File: config.mk
export PLATFORM = sky130hd
export DESIGN_NAME = versatile_interface_adapter_core_flat
export DESIGN_NICKNAME = d
export VERILOG_FILES = /design/src/via_pkg.sv /design/src/via_if.sv /design/src/via_cfg.sv /design/src/via_exec.sv /design/src/versatile_interface_adapter_core.sv /design/src/flat_wrapper.sv
export SDC_FILE = /design/constraint.sdc
export NUM_CORES = 1
export LEC_CHECK = 0
export CORE_MARGIN = 4
export CORE_UTILIZATION = 57
export CTS_CLUSTER_SIZE = 24
export DETAILED_ROUTE_END_ITERATION = 10
export DONT_BUFFER_PORTS = 1
export GPL_ROUTABILITY_DRIVEN = 0
export PLACE_DENSITY = 0.8
export SYNTH_ARGS = -nofsm -noshare
export SYNTH_HDL_FRONTEND = slang
export SYNTH_SLANG_ARGS = --single-unit
File: constraint.sdc
create_clock -name clk_i -period 3.2 [get_ports clk_i]
set_input_delay 0.48 -clock clk_i [delete_from_list [all_inputs] [get_ports clk_i]]
set_output_delay 0.48 -clock clk_i [all_outputs]
set_load 0.02 [all_outputs]
File: src/via_pkg.sv
package via_pkg;

  typedef enum logic [2:0] {
    KindRead    = 3'd0,
    KindWrite   = 3'd1,
    KindTick    = 3'd2,
    KindPulse   = 3'd3,
    KindShiftIn = 3'd4,
    KindShiftOut = 3'd5,
    KindPins    = 3'd6,
    KindNone    = 3'd7
  } kind_e;

  localparam logic [3:0] RegOrb  = 4'd0;
  localparam logic [3:0] RegOra  = 4'd1;
  localparam logic [3:0] RegDdrb = 4'd2;
  localparam logic [3:0] RegDdra = 4'd3;
  localparam logic [3:0] RegT1cl = 4'd4;
  localparam logic [3:0] RegT1ch = 4'd5;
  localparam logic [3:0] RegT1ll = 4'd6;
  localparam logic [3:0] RegT1lh = 4'd7;
  localparam logic [3:0] RegT2cl = 4'd8;
  localparam logic [3:0] RegT2ch = 4'd9;
  localparam logic [3:0] RegSr   = 4'd10;
  localparam logic [3:0] RegAcr  = 4'd11;
  localparam logic [3:0] RegPcr  = 4'd12;
  localparam logic [3:0] RegIfr  = 4'd13;
  localparam logic [3:0] RegIer  = 4'd14;
  localparam logic [3:0] RegOraNh = 4'd15;

  localparam logic [2:0] CfgAIn    = 3'd0;
  localparam logic [2:0] CfgAOut   = 3'd1;
  localparam logic [2:0] CfgAFloat = 3'd2;
  localparam logic [2:0] CfgBIn    = 3'd3;
  localparam logic [2:0] CfgBOut   = 3'd4;
  localparam logic [2:0] CfgBFloat = 3'd5;

  localparam int unsigned IfCa2 = 0;
  localparam int unsigned IfCa1 = 1;
  localparam int unsigned IfSr  = 2;
  localparam int unsigned IfCb2 = 3;
  localparam int unsigned IfCb1 = 4;
  localparam int unsigned IfT2  = 5;
  localparam int unsigned IfT1  = 6;

  typedef struct packed {
    logic [2:0] kind;
    logic [3:0] reg_select;
    logic [7:0] write_data;
    logic [1:0] line_select;
    logic [7:0] pins_a_in;
    logic [7:0] pins_b_in;
  } req_t;

  typedef struct packed {
    logic [7:0] read_data;
    logic       irq;
    logic [7:0] port_a_level;
    logic [7:0] port_b_level;
    logic       cb2_level;
    logic       shift_error;
  } rsp_t;

  typedef struct packed {
    logic [7:0] a_in;
    logic [7:0] a_out;
    logic [7:0] a_flt;
    logic [7:0] b_in;
    logic [7:0] b_out;
    logic [7:0] b_flt;
  } cfg_t;

endpackage

File: src/via_if.sv
interface via_req_if;
  logic        valid;
  logic        ready;
  via_pkg::req_t payload;
  modport source (output valid, output payload, input ready);
  modport sink (input valid, input payload, output ready);
endinterface

interface via_rsp_if;
  logic        valid;
  logic        ready;
  via_pkg::rsp_t payload;
  modport source (output valid, output payload, input ready);
  modport sink (input valid, input payload, output ready);
endinterface

File: src/via_cfg.sv
module via_cfg (
  input  logic           clk_i,
  input  logic           rst_ni,
  input  logic           cfg_we_i,
  input  logic [2:0]     cfg_index_i,
  input  logic [7:0]     cfg_data_i,
  output via_pkg::cfg_t  cfg_o
);
  via_pkg::cfg_t cfg_q;

  always_ff @(posedge clk_i or negedge rst_ni) begin
    if (!rst_ni) begin
      cfg_q <= '1;
    end else if (cfg_we_i) begin
      unique case (cfg_index_i)
        via_pkg::CfgAIn:    cfg_q.a_in  <= cfg_data_i;
        via_pkg::CfgAOut:   cfg_q.a_out <= cfg_data_i;
        via_pkg::CfgAFloat: cfg_q.a_flt <= cfg_data_i;
        via_pkg::CfgBIn:    cfg_q.b_in  <= cfg_data_i;
        via_pkg::CfgBOut:   cfg_q.b_out <= cfg_data_i;
        via_pkg::CfgBFloat: cfg_q.b_flt <= cfg_data_i;
        default: ;
      endcase
    end
  end

  assign cfg_o = cfg_q;
endmodule

File: src/via_exec.sv
module via_exec (
  input  logic          clk_i,
  input  logic          rst_ni,
  input  logic          en_i,
  input  via_pkg::req_t req_i,
  input  via_pkg::cfg_t cfg_i,
  output via_pkg::rsp_t rsp_o
);
  logic [7:0]  ora_q, ora_d, orb_q, orb_d, ddra_q, ddra_d, ddrb_q, ddrb_d;
  logic [15:0] t1l_q, t1l_d, t1c_q, t1c_d, t2c_q, t2c_d;
  logic [7:0]  t2ll_q, t2ll_d, sr_q, sr_d, acr_q, acr_d, pcr_q, pcr_d;
  logic [6:0]  ifr_q, ifr_d, ier_q, ier_d;
  logic        t1a_q, t1a_d, t2a_q, t2a_d, cb2_q, cb2_d;
  logic [7:0]  pa_q, pa_d, pb_q, pb_d;
  logic [7:0]  rd, m, fl, un, da, db, d;
  logic        wr, err;
  logic [2:0]  mode;

  always_comb begin
    ora_d = ora_q; orb_d = orb_q; ddra_d = ddra_q; ddrb_d = ddrb_q;
    t1l_d = t1l_q; t1c_d = t1c_q; t2c_d = t2c_q; t2ll_d = t2ll_q;
    sr_d = sr_q; acr_d = acr_q; pcr_d = pcr_q; ifr_d = ifr_q; ier_d = ier_q;
    t1a_d = t1a_q; t2a_d = t2a_q; cb2_d = cb2_q; pa_d = pa_q; pb_d = pb_q;
    rd = '0; err = 1'b0; m = '0; fl = '0; un = '0; da = '0; db = '0;
    d = req_i.write_data;
    wr = (req_i.kind == via_pkg::KindWrite);
    mode = acr_q[4:2];
    case (req_i.kind)
      via_pkg::KindRead, via_pkg::KindWrite: begin
        case (req_i.reg_select)
          via_pkg::RegOrb: begin
            if (pcr_q[7:5] == 3'd0) ifr_d[via_pkg::IfCb2] = 1'b0;
            ifr_d[via_pkg::IfCb1] = 1'b0;
            if (wr) begin
              orb_d = d;
              m = ddrb_q & cfg_i.b_out;
              pb_d = (pb_q & ~m) | (d & m);
            end else begin
              rd = (orb_q & ddrb_q) | (~cfg_i.b_in & ~ddrb_q & cfg_i.b_flt)
                 | (~ddrb_q & cfg_i.b_in & pb_q);
            end
          end
          via_pkg::RegOra, via_pkg::RegOraNh: begin
            if (pcr_q[3:1] == 3'd0) ifr_d[via_pkg::IfCa2] = 1'b0;
            ifr_d[via_pkg::IfCa1] = 1'b0;
            if (wr) begin
              ora_d = d;
              m = ddra_q & cfg_i.a_out;
              pa_d = (pa_q & ~m) | (d & m);
            end else begin
              rd = (ora_q & ddra_q) | (~cfg_i.a_in & ~ddra_q & cfg_i.a_flt)
                 | (~ddra_q & cfg_i.a_in & pa_q);
            end
          end
          via_pkg::RegDdrb: begin
            if (wr) begin
              fl = ddrb_q & ~d & cfg_i.b_out;
              un = d & ~ddrb_q & cfg_i.b_out;
              pb_d = (((pb_q & ~fl) | (cfg_i.b_flt & fl)) & ~un) | (orb_q & un);
              ddrb_d = d;
            end else rd = ddrb_q;
          end
          via_pkg::RegDdra: begin
            if (wr) begin
              fl = ddra_q & ~d & cfg_i.a_out;
              un = d & ~ddra_q & cfg_i.a_out;
              pa_d = (((pa_q & ~fl) | (cfg_i.a_flt & fl)) & ~un) | (ora_q & un);
              ddra_d = d;
            end else rd = ddra_q;
          end
          via_pkg::RegT1cl: begin
            if (wr) t1l_d[7:0] = d;
            else begin
              ifr_d[via_pkg::IfT1] = 1'b0;
              rd = t1c_q[7:0];
            end
          end
          via_pkg::RegT1ll: begin
            if (wr) t1l_d[7:0] = d;
            else rd = t1l_q[7:0];
          end
          via_pkg::RegT1ch: begin
            if (wr) begin
              t1l_d[15:8] = d;
              ifr_d[via_pkg::IfT1] = 1'b0;
              t1c_d = {d, t1l_q[7:0]};
              if (!acr_q[6]) t1a_d = 1'b1;
            end else rd = t1c_q[15:8];
          end
          via_pkg::RegT1lh: begin
            if (wr) t1l_d[15:8] = d;
            else rd = t1l_q[15:8];
          end
          via_pkg::RegT2cl: begin
            if (wr) t2ll_d = d;
            else begin
              ifr_d[via_pkg::IfT2] = 1'b0;
              rd = t2c_q[7:0];
            end
          end
          via_pkg::RegT2ch: begin
            if (wr) begin
              t2c_d = {d, t2ll_q};
              ifr_d[via_pkg::IfT2] = 1'b0;
              t2a_d = 1'b1;
            end else rd = t2c_q[15:8];
          end
          via_pkg::RegSr: begin
            ifr_d[via_pkg::IfSr] = 1'b0;
            if (wr) begin
              sr_d = d;
              if (mode == 3'd6 && d == 8'd0) cb2_d = 1'b0;
            end else rd = sr_q;
          end
          via_pkg::RegAcr: begin
            if (wr) begin
              if (acr_q[4] && !d[4]) cb2_d = 1'b1;
              acr_d = d;
              if (d[4:2] == 3'd0) ifr_d[via_pkg::IfSr] = 1'b0;
            end else rd = acr_q;
          end
          via_pkg::RegPcr: begin
            if (wr) pcr_d = d;
            else rd = pcr_q;
          end
          via_pkg::RegIfr: begin
            if (wr) ifr_d = ifr_q & ~d[6:0];
            else rd = {|(ifr_q & ier_q), ifr_q};
          end
          default: begin
            if (wr) begin
              if (d[7]) ier_d = ier_q | d[6:0];
              else ier_d = ier_q & ~d[6:0];
            end else rd = {1'b1, ier_q};
          end
        endcase
      end
      via_pkg::KindTick: begin
        t1c_d = t1c_q - 16'd1;
        t2c_d = t2c_q - 16'd1;
        if (t1c_q == 16'd1) begin
          if (acr_q[6]) begin
            t1c_d = t1l_q;
            if (acr_q[7] && cfg_i.b_out[7]) pb_d[7] = ~pb_q[7];
            ifr_d[via_pkg::IfT1] = 1'b1;
          end else if (t1a_q) begin
            t1a_d = 1'b0;
            ifr_d[via_pkg::IfT1] = 1'b1;
          end
        end
        if (t2a_q && t2c_q == 16'd1) begin
          t2a_d = 1'b0;
          ifr_d[via_pkg::IfT2] = 1'b1;
        end
      end
      via_pkg::KindPulse: begin
        case (req_i.line_select)
          2'd0: ifr_d[via_pkg::IfCa1] = 1'b1;
          2'd1: ifr_d[via_pkg::IfCa2] = 1'b1;
          2'd2: ifr_d[via_pkg::IfCb1] = 1'b1;
          default: ifr_d[via_pkg::IfCb2] = 1'b1;
        endcase
      end
      via_pkg::KindShiftIn: begin
        if (mode == 3'd3) begin
          sr_d = d;
          ifr_d[via_pkg::IfSr] = 1'b1;
          ifr_d[via_pkg::IfCb1] = 1'b1;
        end else err = 1'b1;
      end
      via_pkg::KindShiftOut: begin
        if (mode == 3'd7) begin
          ifr_d[via_pkg::IfSr] = 1'b1;
          ifr_d[via_pkg::IfCb1] = 1'b1;
          cb2_d = sr_q[0];
          rd = sr_q;
        end else err = 1'b1;
      end
      via_pkg::KindPins: begin
        da = ddra_q & cfg_i.a_out;
        db = ddrb_q & cfg_i.b_out;
        pa_d = (pa_q & da) | (req_i.pins_a_in & ~da);
        pb_d = (pb_q & db) | (req_i.pins_b_in & ~db);
      end
      default: ;
    endcase
  end

  always_ff @(posedge clk_i or negedge rst_ni) begin
    if (!rst_ni) begin
      ora_q <= '0; orb_q <= '0; ddra_q <= '0; ddrb_q <= '0;
      t1l_q <= '0; t1c_q <= '0; t2c_q <= '0; t2ll_q <= '0;
      sr_q <= '0; acr_q <= '0; pcr_q <= '0; ifr_q <= '0; ier_q <= '0;
      t1a_q <= 1'b0; t2a_q <= 1'b0; cb2_q <= 1'b0; pa_q <= '0; pb_q <= '0;
    end else if (en_i) begin
      ora_q <= ora_d; orb_q <= orb_d; ddra_q <= ddra_d; ddrb_q <= ddrb_d;
      t1l_q <= t1l_d; t1c_q <= t1c_d; t2c_q <= t2c_d; t2ll_q <= t2ll_d;
      sr_q <= sr_d; acr_q <= acr_d; pcr_q <= pcr_d; ifr_q <= ifr_d; ier_q <= ier_d;
      t1a_q <= t1a_d; t2a_q <= t2a_d; cb2_q <= cb2_d; pa_q <= pa_d; pb_q <= pb_d;
    end
  end

  assign rsp_o.read_data    = rd;
  assign rsp_o.irq          = |(ifr_d & ier_d);
  assign rsp_o.port_a_level = pa_d;
  assign rsp_o.port_b_level = pb_d;
  assign rsp_o.cb2_level    = cb2_d;
  assign rsp_o.shift_error  = err;
endmodule

File: src/versatile_interface_adapter_core.sv
// Interface adapter with two ports, two timers, a shift register and interrupt
// logic. One request (register access, tick, line pulse, shift or pin update) is
// taken per clock while the skid register is empty; its result is registered in
// the output register. A one-entry skid register behind it lets one more request in
// while the result stalls; then requests wait until the output register drains.
// Pin masks and float levels are written through the configuration port while
// idle; the user must keep to this, as the block itself does not enforce it.
module versatile_interface_adapter_core (
  input  logic       clk_i,
  input  logic       rst_ni,
  input  logic       cfg_we_i,
  input  logic [2:0] cfg_index_i,
  input  logic [7:0] cfg_data_i,
  via_req_if.sink    req_if,
  via_rsp_if.source  rsp_if
);
  via_pkg::cfg_t cfg;
  via_pkg::rsp_t rsp, out_q, skid_q;
  logic out_vld_q, skid_vld_q, acc;

  via_cfg u_cfg (
    .clk_i, .rst_ni, .cfg_we_i, .cfg_index_i, .cfg_data_i, .cfg_o(cfg)
  );

  assign req_if.ready = !skid_vld_q;
  assign acc = req_if.valid && req_if.ready;

  via_exec u_exec (
    .clk_i, .rst_ni, .en_i(acc), .req_i(req_if.payload), .cfg_i(cfg), .rsp_o(rsp)
  );

  always_ff @(posedge clk_i or negedge rst_ni) begin
    if (!rst_ni) begin
      out_vld_q <= 1'b0;
      skid_vld_q <= 1'b0;
    end else begin
      if (!out_vld_q || rsp_if.ready) begin
        out_vld_q <= skid_vld_q || acc;
        skid_vld_q <= 1'b0;
      end else if (acc) begin
        skid_vld_q <= 1'b1;
      end
    end
  end

  always_ff @(posedge clk_i) begin
    if (!out_vld_q || rsp_if.ready) begin
      out_q <= skid_vld_q ? skid_q : rsp;
    end else if (acc) begin
      skid_q <= rsp;
    end
  end

  assign rsp_if.valid = out_vld_q;
  assign rsp_if.payload = out_q;
endmodule

File: src/flat_wrapper.sv
// flat-port wrapper written by rule: the top's interface ports become plain ports
module versatile_interface_adapter_core_flat 
  (clk_i, rst_ni, cfg_we_i, cfg_index_i, cfg_data_i, req_if_valid, req_if_payload, req_if_ready, rsp_if_valid, rsp_if_payload, rsp_if_ready);
  via_req_if req_if_i ();
  via_rsp_if rsp_if_i ();
  input  logic clk_i;
  input  logic rst_ni;
  input  logic cfg_we_i;
  input  logic [2:0] cfg_index_i;
  input  logic [7:0] cfg_data_i;
  input wire logic [$bits(req_if_i.valid)-1:0] req_if_valid;
  input wire logic [$bits(req_if_i.payload)-1:0] req_if_payload;
  output wire logic [$bits(req_if_i.ready)-1:0] req_if_ready;
  output wire logic [$bits(rsp_if_i.valid)-1:0] rsp_if_valid;
  output wire logic [$bits(rsp_if_i.payload)-1:0] rsp_if_payload;
  input wire logic [$bits(rsp_if_i.ready)-1:0] rsp_if_ready;
  assign req_if_i.valid = req_if_valid;
  assign req_if_i.payload = req_if_payload;
  assign req_if_ready = req_if_i.ready;
  assign rsp_if_valid = rsp_if_i.valid;
  assign rsp_if_payload = rsp_if_i.payload;
  assign rsp_if_i.ready = rsp_if_ready;
  versatile_interface_adapter_core u_core (.clk_i(clk_i), .rst_ni(rst_ni), .cfg_we_i(cfg_we_i), .cfg_index_i(cfg_index_i), .cfg_data_i(cfg_data_i), .req_if(req_if_i), .rsp_if(rsp_if_i));
endmodule
# Word level (Yosys, flattened, before mapping)
# Index checks and enable logic that the tools add are counted.
# word_totals
mem_bits_ro	0
latch_bits	0
ram_bits	0
register_bits	249
in_bits	49
memories	0
# op_classes
addsub	2
order_cmp	0
n_eq_ne	41
bitwise	67
div_mod_pow	0
reduce_logical	50
mux	100
n_shift	0
multipliers	0
# ops
op	n
$and A8 B8 Y8	36
$mux W8	23
$pmux W8 S14	1
$mux W16	6
$or A8 B8 Y8	12
$not A8 Y8	11
$pmux W8 S2	5
$pmux W16 S2	2
$reduce_and A4 Y1	11
$mux W1	40
$mux W7	5
$eq A16 B1 Y1 const B	2
$sub A16 B1 Y16 const B	2
$and A7 B7 Y7	4
$eq A4 B4 Y1 const B	7
$mux W27	1
$eq A3 B3 Y1 const B	7
$eq A4 B3 Y1 const B	4
$pmux W2 S2	4
$eq A3 B2 Y1 const B	5
$logic_not A3 Y1	5
$pmux W1 S3	5
$reduce_or A15 Y1	1
$pmux W7 S2	1
other kinds (25)	60

# Depth between registers and ports, before layout
# logic_depth
depth_word	12
depth_mapped	10

# By module
# From an unflattened synthesis, not the netlist that was laid out.
# unflattened
cells_unflattened	1371
hier_area_um2	14046.0
# by_module_without_submodules
mod	cells_each	area_per_inst_um2	instances
via_exec	1172	10000.8	1
versatile_interface_adapter_core	93	2152.1	1
via_cfg	106	1893.1	1

# Worst setup path after synthesis
# No wires, ideal clock.
# synth_timing
path_type	in2reg
startpoint	in rsp_if_ready
endpoint	reg u_core.skid_q[0] (netlist name), enable pin
slack_ps	321
cell_stages	2
n_path_buf	0
arrival_time_ps	2468
required_time_ps	2789
path_cell_list	nand2b_1 -> nor2_1
# synth_via
elab_chain_len	3
# synth_lines
item	line	rtl
start, declared	flat_wrapper.sv:16	input wire logic [$bits(rsp_if_i.ready)-1:0] rsp_if_ready;
$logic_or A1 B1 Y1	versatile_interface_adapter_core.sv:47	if (!out_vld_q || rsp_if.ready) begin
$not A1 Y1 (no source line)	n/a	
$reduce_and A2 Y1 (no source line)	n/a	
end signal, assigned	versatile_interface_adapter_core.sv:50	skid_q <= rsp;
end, declared	versatile_interface_adapter_core.sv:18	via_pkg::rsp_t rsp, out_q, skid_q;
# Every way passes these cells.
# A chain may end at the register's enable or synchronous reset.

# Worst setup path after layout
# layout_timing
startpoint	reg u_core.u_exec.t2c_q[7]
endpoint	reg u_core.out_q (netlist bit u_core.rsp_if.payload[18]), data pin
# layout_via
elab_chain_len	7
# layout_lines
item	line	rtl
start, declared	via_exec.sv:10	logic [15:0] t1l_q, t1l_d, t1c_q, t1c_d, t2c_q, t2c_d;
start signal, assigned	via_exec.sv:197	t1l_q <= t1l_d; t1c_q <= t1c_d; t2c_q <= t2c_d; t2ll_q <= t2ll_d;
$eq A16 B1 Y1	via_exec.sv:151	if (t2a_q && t2c_q == 16'd1) begin
$logic_and A1 B1 Y1	via_exec.sv:151	
$mux W1	via_exec.sv:151	
$pmux W2 S2	via_exec.sv:28	case (req_i.kind)
$and A7 B7 Y7	via_exec.sv:204	assign rsp_o.irq = |(ifr_d & ier_d);
$reduce_or A7 Y1	via_exec.sv:204	
$mux W27	versatile_interface_adapter_core.sv:48	out_q <= skid_vld_q ? skid_q : rsp;
end signal, assigned	versatile_interface_adapter_core.sv:48	
end, declared	versatile_interface_adapter_core.sv:18	
# Every way passes these cells.

==> metrics <==
WL/cell 25.71 um; Comb pwr share 0.186; Max Cap Viol 0; Root Buffer clkbuf_16; WHS -0.3521 ns; FF-to-FF path depth 6; Hold Path Class primary input to async pin; sw power 2981 uW; element type at the critical path end register; initial antenna violation count 0; Reg-to-Reg Start u_core.u_exec.t2c_q[7]; Row Count 57; CTS Buf Count 26; Setup violations, final 0; Most used DFF post-synth dfrtp_1; Synth Cell Area 0.01414 mm^2; Sw Ratio 0.3095; synthesized flop and latch total 249; Avg Inst Size Synth 10.01 um^2; vias in the first global route 11350; antenna violation net count after detailed routing 0; post-synthesis cell type count 79; commonest non-fill, non-tap cell in the layout nand2_1; total number of vias 11950; RSZ-0062 raised after global routing false; DR pass1 iterations 6; fin crit period 2.837 ns; DIE HEIGHT 165.5 um; Clock Sinks 249; FF-to-FF End u_core.rsp_if.payload[18]; die width 165.5 um; sequential power share 0.486; H-Tree Depth 1; largest net degree at the start of global routing 196; fin. max-slew vios 0; Worst Path Required 3.60 ns; latest clock arrival within the worst-skew pair 0.54 ns; worst rel slew slack 0.3708; Crit path arrival time 3.24 ns; Initial Util 0.5797; worst-case clock buffer depth 3; Internal Power 6652 uW; cell taking the most area after synthesis dfrtp_1; Hold Vio Cnt, Final 195; WS Path Type register to register; Critical Path Source Type register; core area 0.02439 mm^2; clock skew 0.01104 ns; layout cell share with drive strength beyond 1 0.2113; Design Area, Final 0.01526 mm^2; reg2reg setup slack 0.36 ns; hpwl dp 29840 um; DRC viols 0; status finished with violations; crit-path max FO 9; Die ar. 0.02739 mm^2; Synth top area share 0.2602; Leak 0.006135 uW; PortBufs 0; Post-Syn Nets 1466; share of flip-flops with an asynchronous set or reset 0.7831; num ports 78; Post-synth EDFFs 54; commonest non-fill, non-tap cells in the layout nand2_1, mux2_2, dfrtp_1, o21ai_0; violated checks hold timing; clock share of power 0.328; setup_tns 0 ns; final net count 1415; Peak VDD IR 0.4144 mV; area delta synth->final 7.929%; Initial DRC Count 1862; aggregate routed wire length 43890 um; DP Area 0.01437 mm^2; TritonCTS clock tree done; Synth area leaders dfrtp_1, mux2_2, edfxtp_1; Gate Count Post-Synth 1413; grt total ovfl 0; Tcrit/Tclk final 0.8866; sequential fraction of the synthesis area 0.4641; Worst Tran Pin Value 0.9419 ns; Pwr Density 631.3 mW/mm^2; routed vias/inst 7.000; Ys Warns 0; CTS clock-pin slew for the worst setup and hold paths 0.06 ns; FMAX 352.5 MHz; first-pass GRT wire length 66500 um; gr usage total 0.3162
## power by group through the flow
| stage | Combinational, uW | Clock [uW] | Sequential (uW) |
|---|---|---|---|
| global placement | 1650 | 0 | 4660 |
| finish | 1790 | 3160 | 4690 |
| CTS | 1750 | 3180 | 4650 |
| global route | 1940 | 3300 | 4750 |
| detailed placement | 1720 | 0 | 4690 |
| floorplan | 1430 | 0 | 4420 |
## repair_timing
item,4_1_cts,5_1_grt
gates resized for setup,0,0
setup buffers,0,0
endpoints found under the hold margin,195,195
## final cells by class
class                   count  area (um^2)
multi-input cells        1023         7056
inverters                  34        127.6
clock inverters            18        187.7
repair buffers             28        222.7
clock buffers              30        696.9
diodes                      1        2.502
flip-flops and latches    249         6561
well taps                 324        405.4
fillers                  1938         9131
## flip-flops by register name (all words and copies together) (netlist names), 16 cells and up
name                   cells
u_core.u_cfg.cfg_o        48
u_core.u_exec.t1l_q       16
u_core.rsp_if.payload     27
u_core.skid_q             27
u_core.u_exec.t2c_q       16
u_core.u_exec.t1c_q       16
## metrics by stage
stage,setup WS [ns],util,hold slack [ns],cells,total power (uW)
2_1_floorplan,0.3214,-,0.1844,1413,5848
3_3_place_gp,0.3396,0.5893,0.1959,1658,6309
3_5_place_dp,0.3308,0.5893,0.1932,1658,6418
4_1_cts,0.4238,0.6255,-0.3582,1706,9572
5_1_grt,0.2101,0.6255,-0.3601,1706,9994
6_report,0.3628,0.6256,-0.3521,1707,9633
## cells in the mapped netlist, drive strengths merged, types with 5 or more instances
cell type / number
xor2: 8
nand3b: 11
a311oi: 7
o21a: 5
mux2i: 47
a31oi: 27
a32o: 9
o22ai: 10
a21oi: 61
a22oi: 16
nor3b: 9
inv: 34
a21o: 6
o32ai: 8
nor2: 62
edfxtp: 54
o211ai: 11
clkbuf: 87
a22o: 10
o31ai: 5
dfstp: 48
or3b: 8
buf: 20
nand3: 43
nor4: 10
dfrtp: 147
and2: 7
or3: 11
o221ai: 13
nor3: 30
nor2b: 17
a32oi: 7
or4: 6
nand4b: 5
and3: 9
mux2: 150
o21ai: 107
nand2: 164
a211oi: 6
nand4: 21
nand2b: 24
## metal layers
metal  GRT usage  wire length, um  up-vias
li1            -                -     5187
met4      0.1522             2420        0
met1      0.4314            17140     5755
met2      0.4671            19000      834
met5           0                0        -
met3     0.08886             5322      173
## worst max path at each step
stage,from,endpoint,slack [ns],cells after the start
detailed placement,req_if_payload[31],u_core.rsp_if.payload[18],0.33,7
CTS,u_core.u_exec.t2c_q[7],u_core.rsp_if.payload[18],0.42,6
global route,u_core.u_exec.t2c_q[7],u_core.rsp_if.payload[18],0.21,6
finish,u_core.u_exec.t2c_q[7],u_core.rsp_if.payload[18],0.36,6
floorplan,rsp_if_ready,u_core.skid_q[0],0.32,2
global placement,req_if_payload[29],u_core.rsp_if.payload[24],0.34,6
## cells by family after synthesis
logic type	synth area share
buffers and inverters	0.03876
adder cells (fa/ha/maj)	0.003540
multiplexers	0.1559
AO/OA/AOI/OAI	0.1658
flip-flops	0.4641
XOR/XNOR	0.007434
AND/OR/NAND/NOR	0.1645
## critical path, stage by stage (launching register included)
cell	delay [ns]
dfrtp_1	0.47
or4_1	0.66
nor4_1	0.36
nor2b_1	0.28
nand4_1	0.22
a211oi_1	0.49
o41a_1	0.22
Note: power is estimated with default switching activity, not from simulation.
